### src/sv/pss_pkg.sv
// shared types and constants for the per-sensor window statistics block
package pss_pkg;

    localparam int ID_W     = 4;
    localparam int SAMPLE_W = 16;
    localparam int TIME_W   = 32;
    localparam int COUNT_W  = 11;
    localparam int SUM_W    = 26;

    // window sizes above this saturate, zero is taken as one
    localparam int MAX_WINDOW   = 1024;
    localparam int WINDOW_RESET = 8;

    typedef struct packed {
        logic        [ID_W-1:0]     sensor_id;
        logic signed [SAMPLE_W-1:0] sample_value;
        logic        [TIME_W-1:0]   sample_time;
    } pss_reading_t;

    typedef struct packed {
        logic        [ID_W-1:0]     out_sensor_id;
        logic signed [SAMPLE_W-1:0] min_value;
        logic signed [SAMPLE_W-1:0] max_value;
        logic signed [SAMPLE_W-1:0] mean_value;
        logic        [COUNT_W-1:0]  reading_count;
        logic        [TIME_W-1:0]   last_time;
    } pss_stats_t;

    // one word of per-sensor state
    typedef struct packed {
        logic        [COUNT_W-1:0]  fill_count;
        logic signed [SUM_W-1:0]    window_sum;
        logic signed [SAMPLE_W-1:0] window_min;
        logic signed [SAMPLE_W-1:0] window_max;
    } pss_entry_t;

endpackage

### src/sv/pss_state_mem.sv
// per-sensor state memory with registered read and per-entry valid bits
module pss_state_mem
    import pss_pkg::*;
#(
    parameter int NUM_SENSORS = 16,
    parameter int ADDR_W      = 4
) (
    input  logic              clk,
    input  logic              rst_n,
    input  logic              rd_en,
    input  logic [ADDR_W-1:0] rd_addr,
    output pss_entry_t        rd_entry,
    input  logic              wr_en,
    input  logic [ADDR_W-1:0] wr_addr,
    input  pss_entry_t        wr_entry
);

    pss_entry_t mem [NUM_SENSORS];
    logic [NUM_SENSORS-1:0] valid_reg;
    pss_entry_t rd_data_reg;
    logic       rd_valid_reg;

    always_ff @(posedge clk)
    begin
        if (wr_en)
        begin
            mem[wr_addr] <= wr_entry;
        end
        if (rd_en)
        begin
            rd_data_reg <= mem[rd_addr];
        end
    end

    always_ff @(posedge clk or negedge rst_n)
    begin
        if (!rst_n)
        begin
            valid_reg    <= '0;
            rd_valid_reg <= 1'b0;
        end
        else
        begin
            if (wr_en)
            begin
                valid_reg[wr_addr] <= 1'b1;
            end
            if (rd_en)
            begin
                rd_valid_reg <= valid_reg[rd_addr];
            end
        end
    end

    // an entry never written reads with a zero fill count
    always_comb
    begin
        rd_entry = rd_data_reg;
        if (!rd_valid_reg)
        begin
            rd_entry.fill_count = '0;
        end
    end

endmodule

### src/sv/pss_div.sv
// restoring unsigned divider, one quotient bit per cycle
module pss_div
    import pss_pkg::*;
(
    input  logic               clk,
    input  logic               rst_n,
    input  logic               start,
    input  logic [SUM_W-1:0]   dividend,
    input  logic [COUNT_W-1:0] divisor,
    output logic               done,
    output logic [SUM_W-1:0]   quotient
);

    localparam int CNT_W = $clog2(SUM_W + 1);

    logic [COUNT_W-1:0] rem_reg;
    logic [SUM_W-1:0]   quo_reg;
    logic [COUNT_W-1:0] div_reg;
    logic [CNT_W-1:0]   cnt_reg;
    logic               busy_reg;
    logic               done_reg;

    logic [COUNT_W:0]   trial;
    logic               fits;
    logic [COUNT_W:0]   diff;

    always_comb
    begin
        trial = {rem_reg, quo_reg[SUM_W-1]};
        fits  = trial >= {1'b0, div_reg};
        diff  = trial - {1'b0, div_reg};
    end

    always_ff @(posedge clk or negedge rst_n)
    begin
        if (!rst_n)
        begin
            rem_reg  <= '0;
            quo_reg  <= '0;
            div_reg  <= '0;
            cnt_reg  <= '0;
            busy_reg <= 1'b0;
            done_reg <= 1'b0;
        end
        else if (start)
        begin
            rem_reg  <= '0;
            quo_reg  <= dividend;
            div_reg  <= divisor;
            cnt_reg  <= CNT_W'(SUM_W);
            busy_reg <= 1'b1;
            done_reg <= 1'b0;
        end
        else if (busy_reg)
        begin
            // remainder stays below the divisor, so its low bits suffice
            rem_reg <= fits ? diff[COUNT_W-1:0] : trial[COUNT_W-1:0];
            quo_reg <= {quo_reg[SUM_W-2:0], fits};
            cnt_reg <= cnt_reg - CNT_W'(1);
            if (cnt_reg == CNT_W'(1))
            begin
                busy_reg <= 1'b0;
                done_reg <= 1'b1;
            end
        end
    end

    assign done     = done_reg;
    assign quotient = quo_reg;

endmodule

### src/sv/per_sensor_window_stats_top.sv
// top level of the per-sensor windowed min, max and mean block
//
//  channel   dir  handshake                      beat
//  reading   in   reading_valid / reading_ready  pss_reading_t (id, sample, time)
//  stats     out  stats_valid / stats_ready      pss_stats_t (id, min, max, mean, count, time)
//  config    in   cfg_wr_en                      cfg_wr_data, window size
//
//  a reading that does not close a window is accepted, then its sensor's state
//  is read, modified and written back in the lookup state
//  a reading that closes a window then waits in the divide state for the
//  one-bit-per-cycle divider that forms the mean
//  a reading for a sensor id not below NUM_SENSORS is taken and dropped while idle
//  reset clears the fill counts at once through per-entry valid bits, no sweep
//  a waiting result sits in the output register while the next reading is taken;
//  only a second finished mean waits for that register to drain
module per_sensor_window_stats_top
    import pss_pkg::*;
#(
    parameter int NUM_SENSORS = 16
) (
    input  logic               clk,
    input  logic               rst_n,
    input  logic               reading_valid,
    output logic               reading_ready,
    input  pss_reading_t       reading,
    output logic               stats_valid,
    input  logic               stats_ready,
    output pss_stats_t         stats,
    input  logic               cfg_wr_en,
    input  logic [COUNT_W-1:0] cfg_wr_data
);

    localparam int ADDR_W = (NUM_SENSORS > 1) ? $clog2(NUM_SENSORS) : 1;

    typedef enum logic [1:0] {
        S_IDLE,
        S_LOOKUP,
        S_DIVIDE
    } state_t;

    state_t             state_reg;
    pss_reading_t       beat_reg;
    logic [COUNT_W-1:0] window_size_reg;

    // fields of the closed window, kept while the divider runs
    logic [ID_W-1:0]     pend_id_reg;
    logic [TIME_W-1:0]   pend_time_reg;
    logic [SAMPLE_W-1:0] pend_min_reg;
    logic [SAMPLE_W-1:0] pend_max_reg;
    logic [COUNT_W-1:0]  pend_count_reg;
    logic                pend_neg_reg;

    pss_stats_t stats_reg;
    logic       stats_valid_reg;

    // memory and divider hook-up
    pss_entry_t         rd_entry;
    pss_entry_t         wr_entry;
    logic               rd_en;
    logic               wr_en;
    logic [ADDR_W-1:0]  in_addr;
    logic [ADDR_W-1:0]  beat_addr;
    logic [ID_W+ADDR_W-1:0] in_addr_ext;
    logic [ID_W+ADDR_W-1:0] beat_addr_ext;
    logic               id_ok;

    logic               div_start;
    logic               div_done;
    logic [SUM_W-1:0]   div_quotient;
    logic [SUM_W-1:0]   sum_mag;

    logic               in_take;
    logic               out_free;
    logic               stats_load;
    logic [COUNT_W-1:0] eff_window;
    logic [COUNT_W-1:0] new_count;
    logic               window_closed;
    logic signed [SUM_W-1:0] sample_ext;
    logic [SUM_W-1:0]   mean_fixed;

    assign reading_ready = (state_reg == S_IDLE);
    assign in_take       = reading_valid && reading_ready;
    assign out_free      = !stats_valid_reg || stats_ready;

    // finished mean moves into the output register
    assign stats_load    = (state_reg == S_DIVIDE) && div_done && out_free;

    // ids at or above the sensor count are dropped
    assign id_ok         = 32'(reading.sensor_id) < NUM_SENSORS;
    assign in_addr_ext   = {{ADDR_W{1'b0}}, reading.sensor_id};
    assign in_addr       = in_addr_ext[ADDR_W-1:0];
    assign beat_addr_ext = {{ADDR_W{1'b0}}, beat_reg.sensor_id};
    assign beat_addr     = beat_addr_ext[ADDR_W-1:0];
    assign rd_en         = in_take && id_ok;

    // zero counts as one, large values saturate
    always_comb
    begin
        priority if (window_size_reg == '0)
        begin
            eff_window = COUNT_W'(1);
        end
        else if (window_size_reg > COUNT_W'(MAX_WINDOW))
        begin
            eff_window = COUNT_W'(MAX_WINDOW);
        end
        else
        begin
            eff_window = window_size_reg;
        end
    end

    // read, modify, write back of the addressed sensor
    always_comb
    begin
        sample_ext    = SUM_W'($signed(beat_reg.sample_value));
        new_count     = rd_entry.fill_count + COUNT_W'(1);
        window_closed = (new_count != '0) && (new_count >= eff_window);
        wr_entry      = rd_entry;
        if (rd_entry.fill_count == '0)
        begin
            // first reading of a window loads everything
            wr_entry.window_sum = sample_ext;
            wr_entry.window_min = beat_reg.sample_value;
            wr_entry.window_max = beat_reg.sample_value;
        end
        else
        begin
            wr_entry.window_sum = rd_entry.window_sum + sample_ext;
            if ($signed(beat_reg.sample_value) < $signed(rd_entry.window_min))
            begin
                wr_entry.window_min = beat_reg.sample_value;
            end
            if ($signed(beat_reg.sample_value) > $signed(rd_entry.window_max))
            begin
                wr_entry.window_max = beat_reg.sample_value;
            end
        end
        wr_entry.fill_count = window_closed ? '0 : new_count;
    end

    assign wr_en     = (state_reg == S_LOOKUP);
    assign div_start = wr_en && window_closed;
    assign sum_mag   = wr_entry.window_sum[SUM_W-1] ? SUM_W'(-wr_entry.window_sum)
                                                    : SUM_W'(wr_entry.window_sum);

    // truncation toward zero: divide the magnitude, then restore the sign
    assign mean_fixed = pend_neg_reg ? (~div_quotient + SUM_W'(1)) : div_quotient;

    pss_state_mem #(
        .NUM_SENSORS (NUM_SENSORS),
        .ADDR_W      (ADDR_W)
    ) u_state_mem (
        .clk      (clk),
        .rst_n    (rst_n),
        .rd_en    (rd_en),
        .rd_addr  (in_addr),
        .rd_entry (rd_entry),
        .wr_en    (wr_en),
        .wr_addr  (beat_addr),
        .wr_entry (wr_entry)
    );

    pss_div u_div (
        .clk      (clk),
        .rst_n    (rst_n),
        .start    (div_start),
        .dividend (sum_mag),
        .divisor  (new_count),
        .done     (div_done),
        .quotient (div_quotient)
    );

    always_ff @(posedge clk or negedge rst_n)
    begin
        if (!rst_n)
        begin
            state_reg       <= S_IDLE;
            window_size_reg <= COUNT_W'(WINDOW_RESET);
            beat_reg        <= '0;
            pend_id_reg     <= '0;
            pend_time_reg   <= '0;
            pend_min_reg    <= '0;
            pend_max_reg    <= '0;
            pend_count_reg  <= '0;
            pend_neg_reg    <= 1'b0;
            stats_reg       <= '0;
            stats_valid_reg <= 1'b0;
        end
        else
        begin
            if (cfg_wr_en)
            begin
                window_size_reg <= cfg_wr_data;
            end

            if (stats_valid_reg && stats_ready && !stats_load)
            begin
                stats_valid_reg <= 1'b0;
            end

            unique case (state_reg)
                S_IDLE:
                begin
                    if (rd_en)
                    begin
                        beat_reg  <= reading;
                        state_reg <= S_LOOKUP;
                    end
                end
                S_LOOKUP:
                begin
                    if (window_closed)
                    begin
                        pend_id_reg    <= beat_reg.sensor_id;
                        pend_time_reg  <= beat_reg.sample_time;
                        pend_min_reg   <= wr_entry.window_min;
                        pend_max_reg   <= wr_entry.window_max;
                        pend_count_reg <= new_count;
                        pend_neg_reg   <= wr_entry.window_sum[SUM_W-1];
                        state_reg      <= S_DIVIDE;
                    end
                    else
                    begin
                        state_reg <= S_IDLE;
                    end
                end
                S_DIVIDE:
                begin
                    if (stats_load)
                    begin
                        stats_reg.out_sensor_id <= pend_id_reg;
                        stats_reg.min_value     <= pend_min_reg;
                        stats_reg.max_value     <= pend_max_reg;
                        stats_reg.mean_value    <= mean_fixed[SAMPLE_W-1:0];
                        stats_reg.reading_count <= pend_count_reg;
                        stats_reg.last_time     <= pend_time_reg;
                        stats_valid_reg         <= 1'b1;
                        state_reg               <= S_IDLE;
                    end
                end
                default:
                begin
                    state_reg <= S_IDLE;
                end
            endcase
        end
    end

    assign stats_valid = stats_valid_reg;
    assign stats       = stats_reg;

endmodule

### config.mk
export PLATFORM = sky130hd
export DESIGN_NAME = per_sensor_window_stats_top
export DESIGN_NICKNAME = d
export VERILOG_FILES = /design/src/sv/pss_pkg.sv /design/src/sv/pss_state_mem.sv /design/src/sv/pss_div.sv /design/src/sv/per_sensor_window_stats_top.sv
export SDC_FILE = /design/constraint.sdc
export NUM_CORES = 2
export LEC_CHECK = 0
export ABC_AREA = 1
export BUFFER_PORTS_ARGS = -buffer_cell sky130_fd_sc_hd__buf_4
export CORE_MARGIN = 3
export CORE_UTILIZATION = 56
export CTS_CLUSTER_DIAMETER = 60
export DETAILED_ROUTE_END_ITERATION = 12
export PLACE_DENSITY = 0.76
export SYNTH_ARGS = -nofsm -noshare
export SYNTH_HDL_FRONTEND = slang
export SYNTH_HIERARCHICAL = 1
export SYNTH_SLANG_ARGS = --single-unit
### constraint.sdc
create_clock -name clk -period 4 [get_ports clk]
set_input_delay 0.2 -clock clk [delete_from_list [all_inputs] [get_ports clk]]
set_output_delay 0.2 -clock clk [all_outputs]
set_load 0.005 [all_outputs]
# Word-level counts from Yosys, hierarchy flattened

Memory sizes are Yosys's and may differ from the RTL's. A register that Yosys moved wholly into a read port is not among the register bits.
Index checks and enable logic that the tools add are counted.

Output and inout bits: 97
Word-level logic and storage cells: 105
Memories kept: 1
Latch bits: 0
Register bits: 313
Memory bits (writable): 1104
Input port bits: 68
Bits in read-only memories: 0

Memories:

| name            | words | width | rd ports | clocked after Yosys merged registers in | wr ports | line                | RTL |
|---|---|---|---|---|---|---|---|
| u_state_mem.mem | 16    | 69    | 1        | 1                                       | 1        | pss_state_mem.sv:18 | `pss_entry_t mem [NUM_SENSORS];` |

Bitwise gates (word level): 2
Shift operators: 0
Multiply operators: 0
Mux-type cells: 35
Magnitude comparators: 8
Add/subtract/negate cells: 6
Div/mod/pow operators: 0
Reductions and logical operators: 22
Equal/unequal tests: 5

Operators with widths:

| operator              | count |
|---|---|
| $mux 26               | 3 |
| $mux 11               | 7 |
| $mux 58               | 1 |
| $mux 16               | 3 |
| $add 26x16->26        | 1 |
| $neg 26->26           | 1 |
| $logic_not 11->1      | 2 |
| $add 16x1->16 const B | 1 |
| $gt 16x16->1          | 1 |
| $lt 16x16->1          | 1 |
| $not 16->16           | 1 |
| $or 16x16->16         | 1 |
| $mux 1                | 13 |
| $ge 12x11->1          | 1 |
| $add 11x1->11 const B | 1 |
| $ge 11x11->1          | 1 |
| $gt 11x11->1 const B  | 1 |
| $reduce_bool 11->1    | 1 |
| $sub 11x11->11        | 1 |
| $lt 4x5->1 const B    | 2 |
| $mux 5                | 2 |
| $reduce_and 2->1      | 5 |
| $logic_and 1x1->1     | 8 |
| $mux 2                | 3 |
| other kinds (14)      | 16 |

# Depth between registers and ports, before layout

Depth in word-level cells: 8
Depth in mapped cells: 29
Depth with buffers taken out: 28

# By module

Netlist, hierarchy kept.

Modules (own cells, without submodules):

| module                      | seq. area each (um2) | area an instance (um2) | times used | cells an instance |
|---|---|---|---|---|
| pss_state_mem               | 35649.2              | 46435.8                | 1          | 3451 |
| per_sensor_window_stats_top | 6032.0               | 14204.9                | 1          | 1977 |
| pss_div                     | 1376.3               | 3145.5                 | 1          | 404 |

# Worst setup path before layout

Ideal clock, no wire load.

Kind: reg2reg
Start point: register state_reg[1]
End point: memory u_state_mem/mem[11][0] in the netlist's numbering, enable pin
Clock period less this slack: 4163 ps
Path buffers: 0
Arrival: 3665 ps
Setup slack: -163 ps
Setup time: 498 ps
Data required time: 3502 ps
Cell stages (with the launch flop): 4
Cells stage by stage: dfrtp_1 nor2_1 nand3_1 nor2_1

Word-level cells in the longest chain between the ends: 3

Ends and longest elaborated chain:

| what                         | line                               | RTL |
|---|---|---|
| start, declared              | per_sensor_window_stats_top.sv:41  | `state_t state_reg;` |
| start signal, assigned       | per_sensor_window_stats_top.sv:178 | `state_reg <= S_IDLE;` |
| start signal, assigned       | per_sensor_window_stats_top.sv:208 | `state_reg <= S_LOOKUP;` |
| start signal, assigned       | per_sensor_window_stats_top.sv:221 | `state_reg <= S_DIVIDE;` |
| $eq 2x1->1                   | per_sensor_window_stats_top.sv:142 | `assign wr_en = (state_reg == S_LOOKUP);` |
| named net wr_en              | per_sensor_window_stats_top.sv:60  | `logic wr_en;` |
| $mux 1                       | pss_state_mem.sv:25                | `if (wr_en)` |
| $mux 1 (not written as such) | pss_state_mem.sv:27                | `mem[wr_addr] <= wr_entry;` |
| end, declared                | pss_state_mem.sv:18                |  |

The timed path passes the listed nets, and every way through them passes these cells.

==> flow_summary.json <==
{
  "grt_first_pass_wirelength_um": 250000,
  "hold_class": "in -> async",
  "place_hpwl_um": 93600,
  "synth_top_area_share_pct": 55.2,
  "avgSynthCellArea_um2": 10.9,
  "cts_tree": "done",
  "grt_max_degree": 169,
  "yosysTopAreaCell": "edfxtp_1",
  "route.antenna.remaining_nets": 0,
  "die-width_um": 343,
  "syn_nets": 5987,
  "reg2reg_from": "u_state_mem/rd_valid_reg",
  "async_flop_share_pct": 21.1,
  "fin_nets": 6120,
  "antenna_found_initial": 5,
  "yosysMostFrequentCell": "edfxtp_1",
  "worstPathMaxFanout": 16,
  "first_pass_iters": 6,
  "wire_per_inst_um": 21.9,
  "core_area_um2": 113000,
  "synth-seq-cells": 1486,
  "gp_congestion": 0.944,
  "critical_path_class": "reg -> reg",
  "cts_sinks": 1486,
  "hold_viol_final": 0,
  "die_area_um2": 118000,
  "grt_usage_pct": 27.8,
  "reg2reg_depth": 15,
  "clock-root-buffer": "clkbuf_16",
  "period_share_pct": 98.6,
  "path_clk_slew_ns": 0.06,
  "r2r_end": "u_state_mem/mem[13][61]",
  "die_y_um": 343,
  "wl_met2_um": 75400,
  "cap_violations": 0,
  "period_minus_slack_ns": 3.94,
  "wl_met1_um": 66000,
  "wl_met3_um": 19000,
  "tightestPinTransition_ns": 1.10,
  "io_buffers": 164,
  "ys_warn_count": 6,
  "largest_reg_flops": 1104,
  "post-place-cells": 7243,
  "initial_utilization_pct": 56.5,
  "skew_ns": 0.0282,
  "worstSetupStartpointType": "flop",
  "drive_gt1_share_pct": 9.14,
  "worstPathRequired_ns": 4.42,
  "drc_errors": 0,
  "ys.flop_type": "edfxtp_1",
  "slew_viol_final": 0,
  "drt_iter0_markers": 5826,
  "relSlewSlack_pct": 26.4,
  "p_total_mw": 30.7,
  "vias": 44900,
  "p_per_area_nw_per_um2": 427,
  "vdd_ir_drop_max_mv": 0.347,
  "ys_top_cells_by_area": "edfxtp_1, dfrtp_1, nand2_1, nor2_1, o21ai_0",
  "rsz0062_at_grt": "true",
  "fin_cells": 7584,
  "synth_cells": 5832,
  "synth_edf_count": 1173,
  "setup_viol": 0,
  "top_layer": "met4",
  "synth_top_cells_by_count": "edfxtp_1, nand2_1, nor2_1, o21ai_0, inv_1",
  "htree_num_levels": 4,
  "critPathCaptureType": "flop",
  "status": "finished, final reports clean",
  "clk_latency_ns": 0.76,
  "rows": 123,
  "numCtsBuffers": 142,
  "wl_um": 166000,
  "grt_pass1_vias": 42600,
  "viasPerCell": 5.92,
  "hold_slack_ns": 0.0977,
  "p_leak_nw": 30.2,
  "rrSetupSlack_ns": 0.06,
  "syn_area_um2": 63800,
  "max_freq_ghz": 0.254,
  "clk_path_buf_depth": 3,
  "tns_ns": 0,
  "worst-endpoint-arrival_ns": 4.37,
  "yosysUniqueCellTypes": 48,
  "synth_seq_area_share_pct": 67.5,
  "ios": 165,
  "area_growth_pct": 12.8,
  "gr-total-overflow": 0
}
==> cells by family (layout without fill, tap and decap cells) <==
logic type | count (synthesis) | count (layout) | share of synthesized area (%)
AND/OR/NAND/NOR | 2415 | 2415 | 15.4
flip-flops | 1486 | 1486 | 67.5
AO/OA/AOI/OAI | 1067 | 1067 | 9.69
buffers and inverters | 729 | 977 | 4.94
adder cells (fa/ha/maj) | 87 | 87 | 1.73
XOR/XNOR | 40 | 40 | 0.549
multiplexers | 8 | 8 | 0.141
other | 0 | 4 | 0
==> worst max path at each step <==
stage	startpoint	end	slack (ns)
2_1_floorplan	state_reg[1]	u_state_mem/mem[11][0]	-0.16
3_3_place_gp	u_state_mem/rd_valid_reg	u_state_mem/mem[12][58]	0.26
3_5_place_dp	u_state_mem/rd_valid_reg	u_state_mem/mem[12][58]	0.19
4_1_cts	u_state_mem/rd_valid_reg	u_state_mem/mem[13][58]	0.17
5_1_grt	u_state_mem/rd_valid_reg	u_state_mem/mem[4][61]	-0.26
6_report	u_state_mem/rd_valid_reg	u_state_mem/mem[13][61]	0.06
==> routing by layer <==
metal | up-vias | track usage, %
li1 | 20400 | -
met1 | 21700 | 40.1
met2 | 2407 | 42.5
met3 | 373 | 5.38
met4 | 0 | 10.2
met5 | - | 0
==> what timing repair did <==
item                                    4_1_cts  5_1_grt
hold buffers                                 78        0
hold endpoints to repair                    180        0
setup buffers                                 0        0
resized for setup                             0        8
endpoints found under the setup margin        0      176
==> cell type report <==
type	count	area, um^2
Antenna cell	4	10.0
Timing Repair Buffer	360	3460
Fill cell	8125	40800
Clock inverter	76	674
Sequential cell	1486	43100
Inverter	358	1370
Multi-Input combinational cell	3617	17700
Tap cell	1500	1880
Clock buffer	183	3800
==> report_power, final <==
group / internal, mW / total, mW / switching, mW
clock network: 7.29 / 13.0 / 5.68
logic: 0.420 / 1.25 / 0.829
registers: 16.5 / 16.5 / 0.00880
==> per-stage QoR <==
stage | instance area [um^2] | utilization, % | setup WS [ns]
2_1_floorplan | 63800 | - | -0.163
3_3_place_gp | 66700 | 59.1 | 0.261
3_5_place_dp | 66700 | 59.1 | 0.192
4_1_cts | 71900 | 63.8 | 0.174
5_1_grt | 72000 | 63.8 | -0.257
6_report | 72000 | 63.8 | 0.0553
==> critical path: stages, from the launching register on <==
cell      delay, ns
dfrtp_1        0.39
nand2_1        0.06
inv_1          0.14
ha_1           0.21
nand3_1        0.12
nor2_2         0.15
nand3_2        0.10
xor2_1         0.35
ha_1           0.33
a21oi_1        0.14
nor2_1         0.06
a211oi_1       0.16
nand4_1        0.21
and2_1         0.27
buf_4          0.20
nor2_1         0.71
==> cells in the final DEF, fill, tap and decap left out, types with 7 or more instances in the layout <==
cell	netlist	final
edfxtp_1	1173	1173
nand2_1	1014	1014
nor2_1	953	935
o21ai_0	591	591
inv_1	347	346
dfrtp_1	312	312
nand3_1	296	296
o211ai_1	280	280
buf_4	62	236
clkbuf_16	0	144
o21ai_1	110	110
ha_1	85	85
dlygate4sd3_1	0	78
nand4_1	46	46
a21oi_1	42	42
buf_12	0	41
and2_1	34	34
clkbuf_1	190	34
xor2_1	33	33
clkinv_1	2	30
o221ai_1	22	22
nor2_4	2	20
clkinv_2	0	18
nand3b_1	16	16
or2_2	16	16
nor3_1	14	14
inv_6	0	13
nand2_2	9	9
mux2_2	8	8
bufinv_16	0	8
xnor2_1	7	7
No activity file was read; power rests on OpenSTA's default activity.
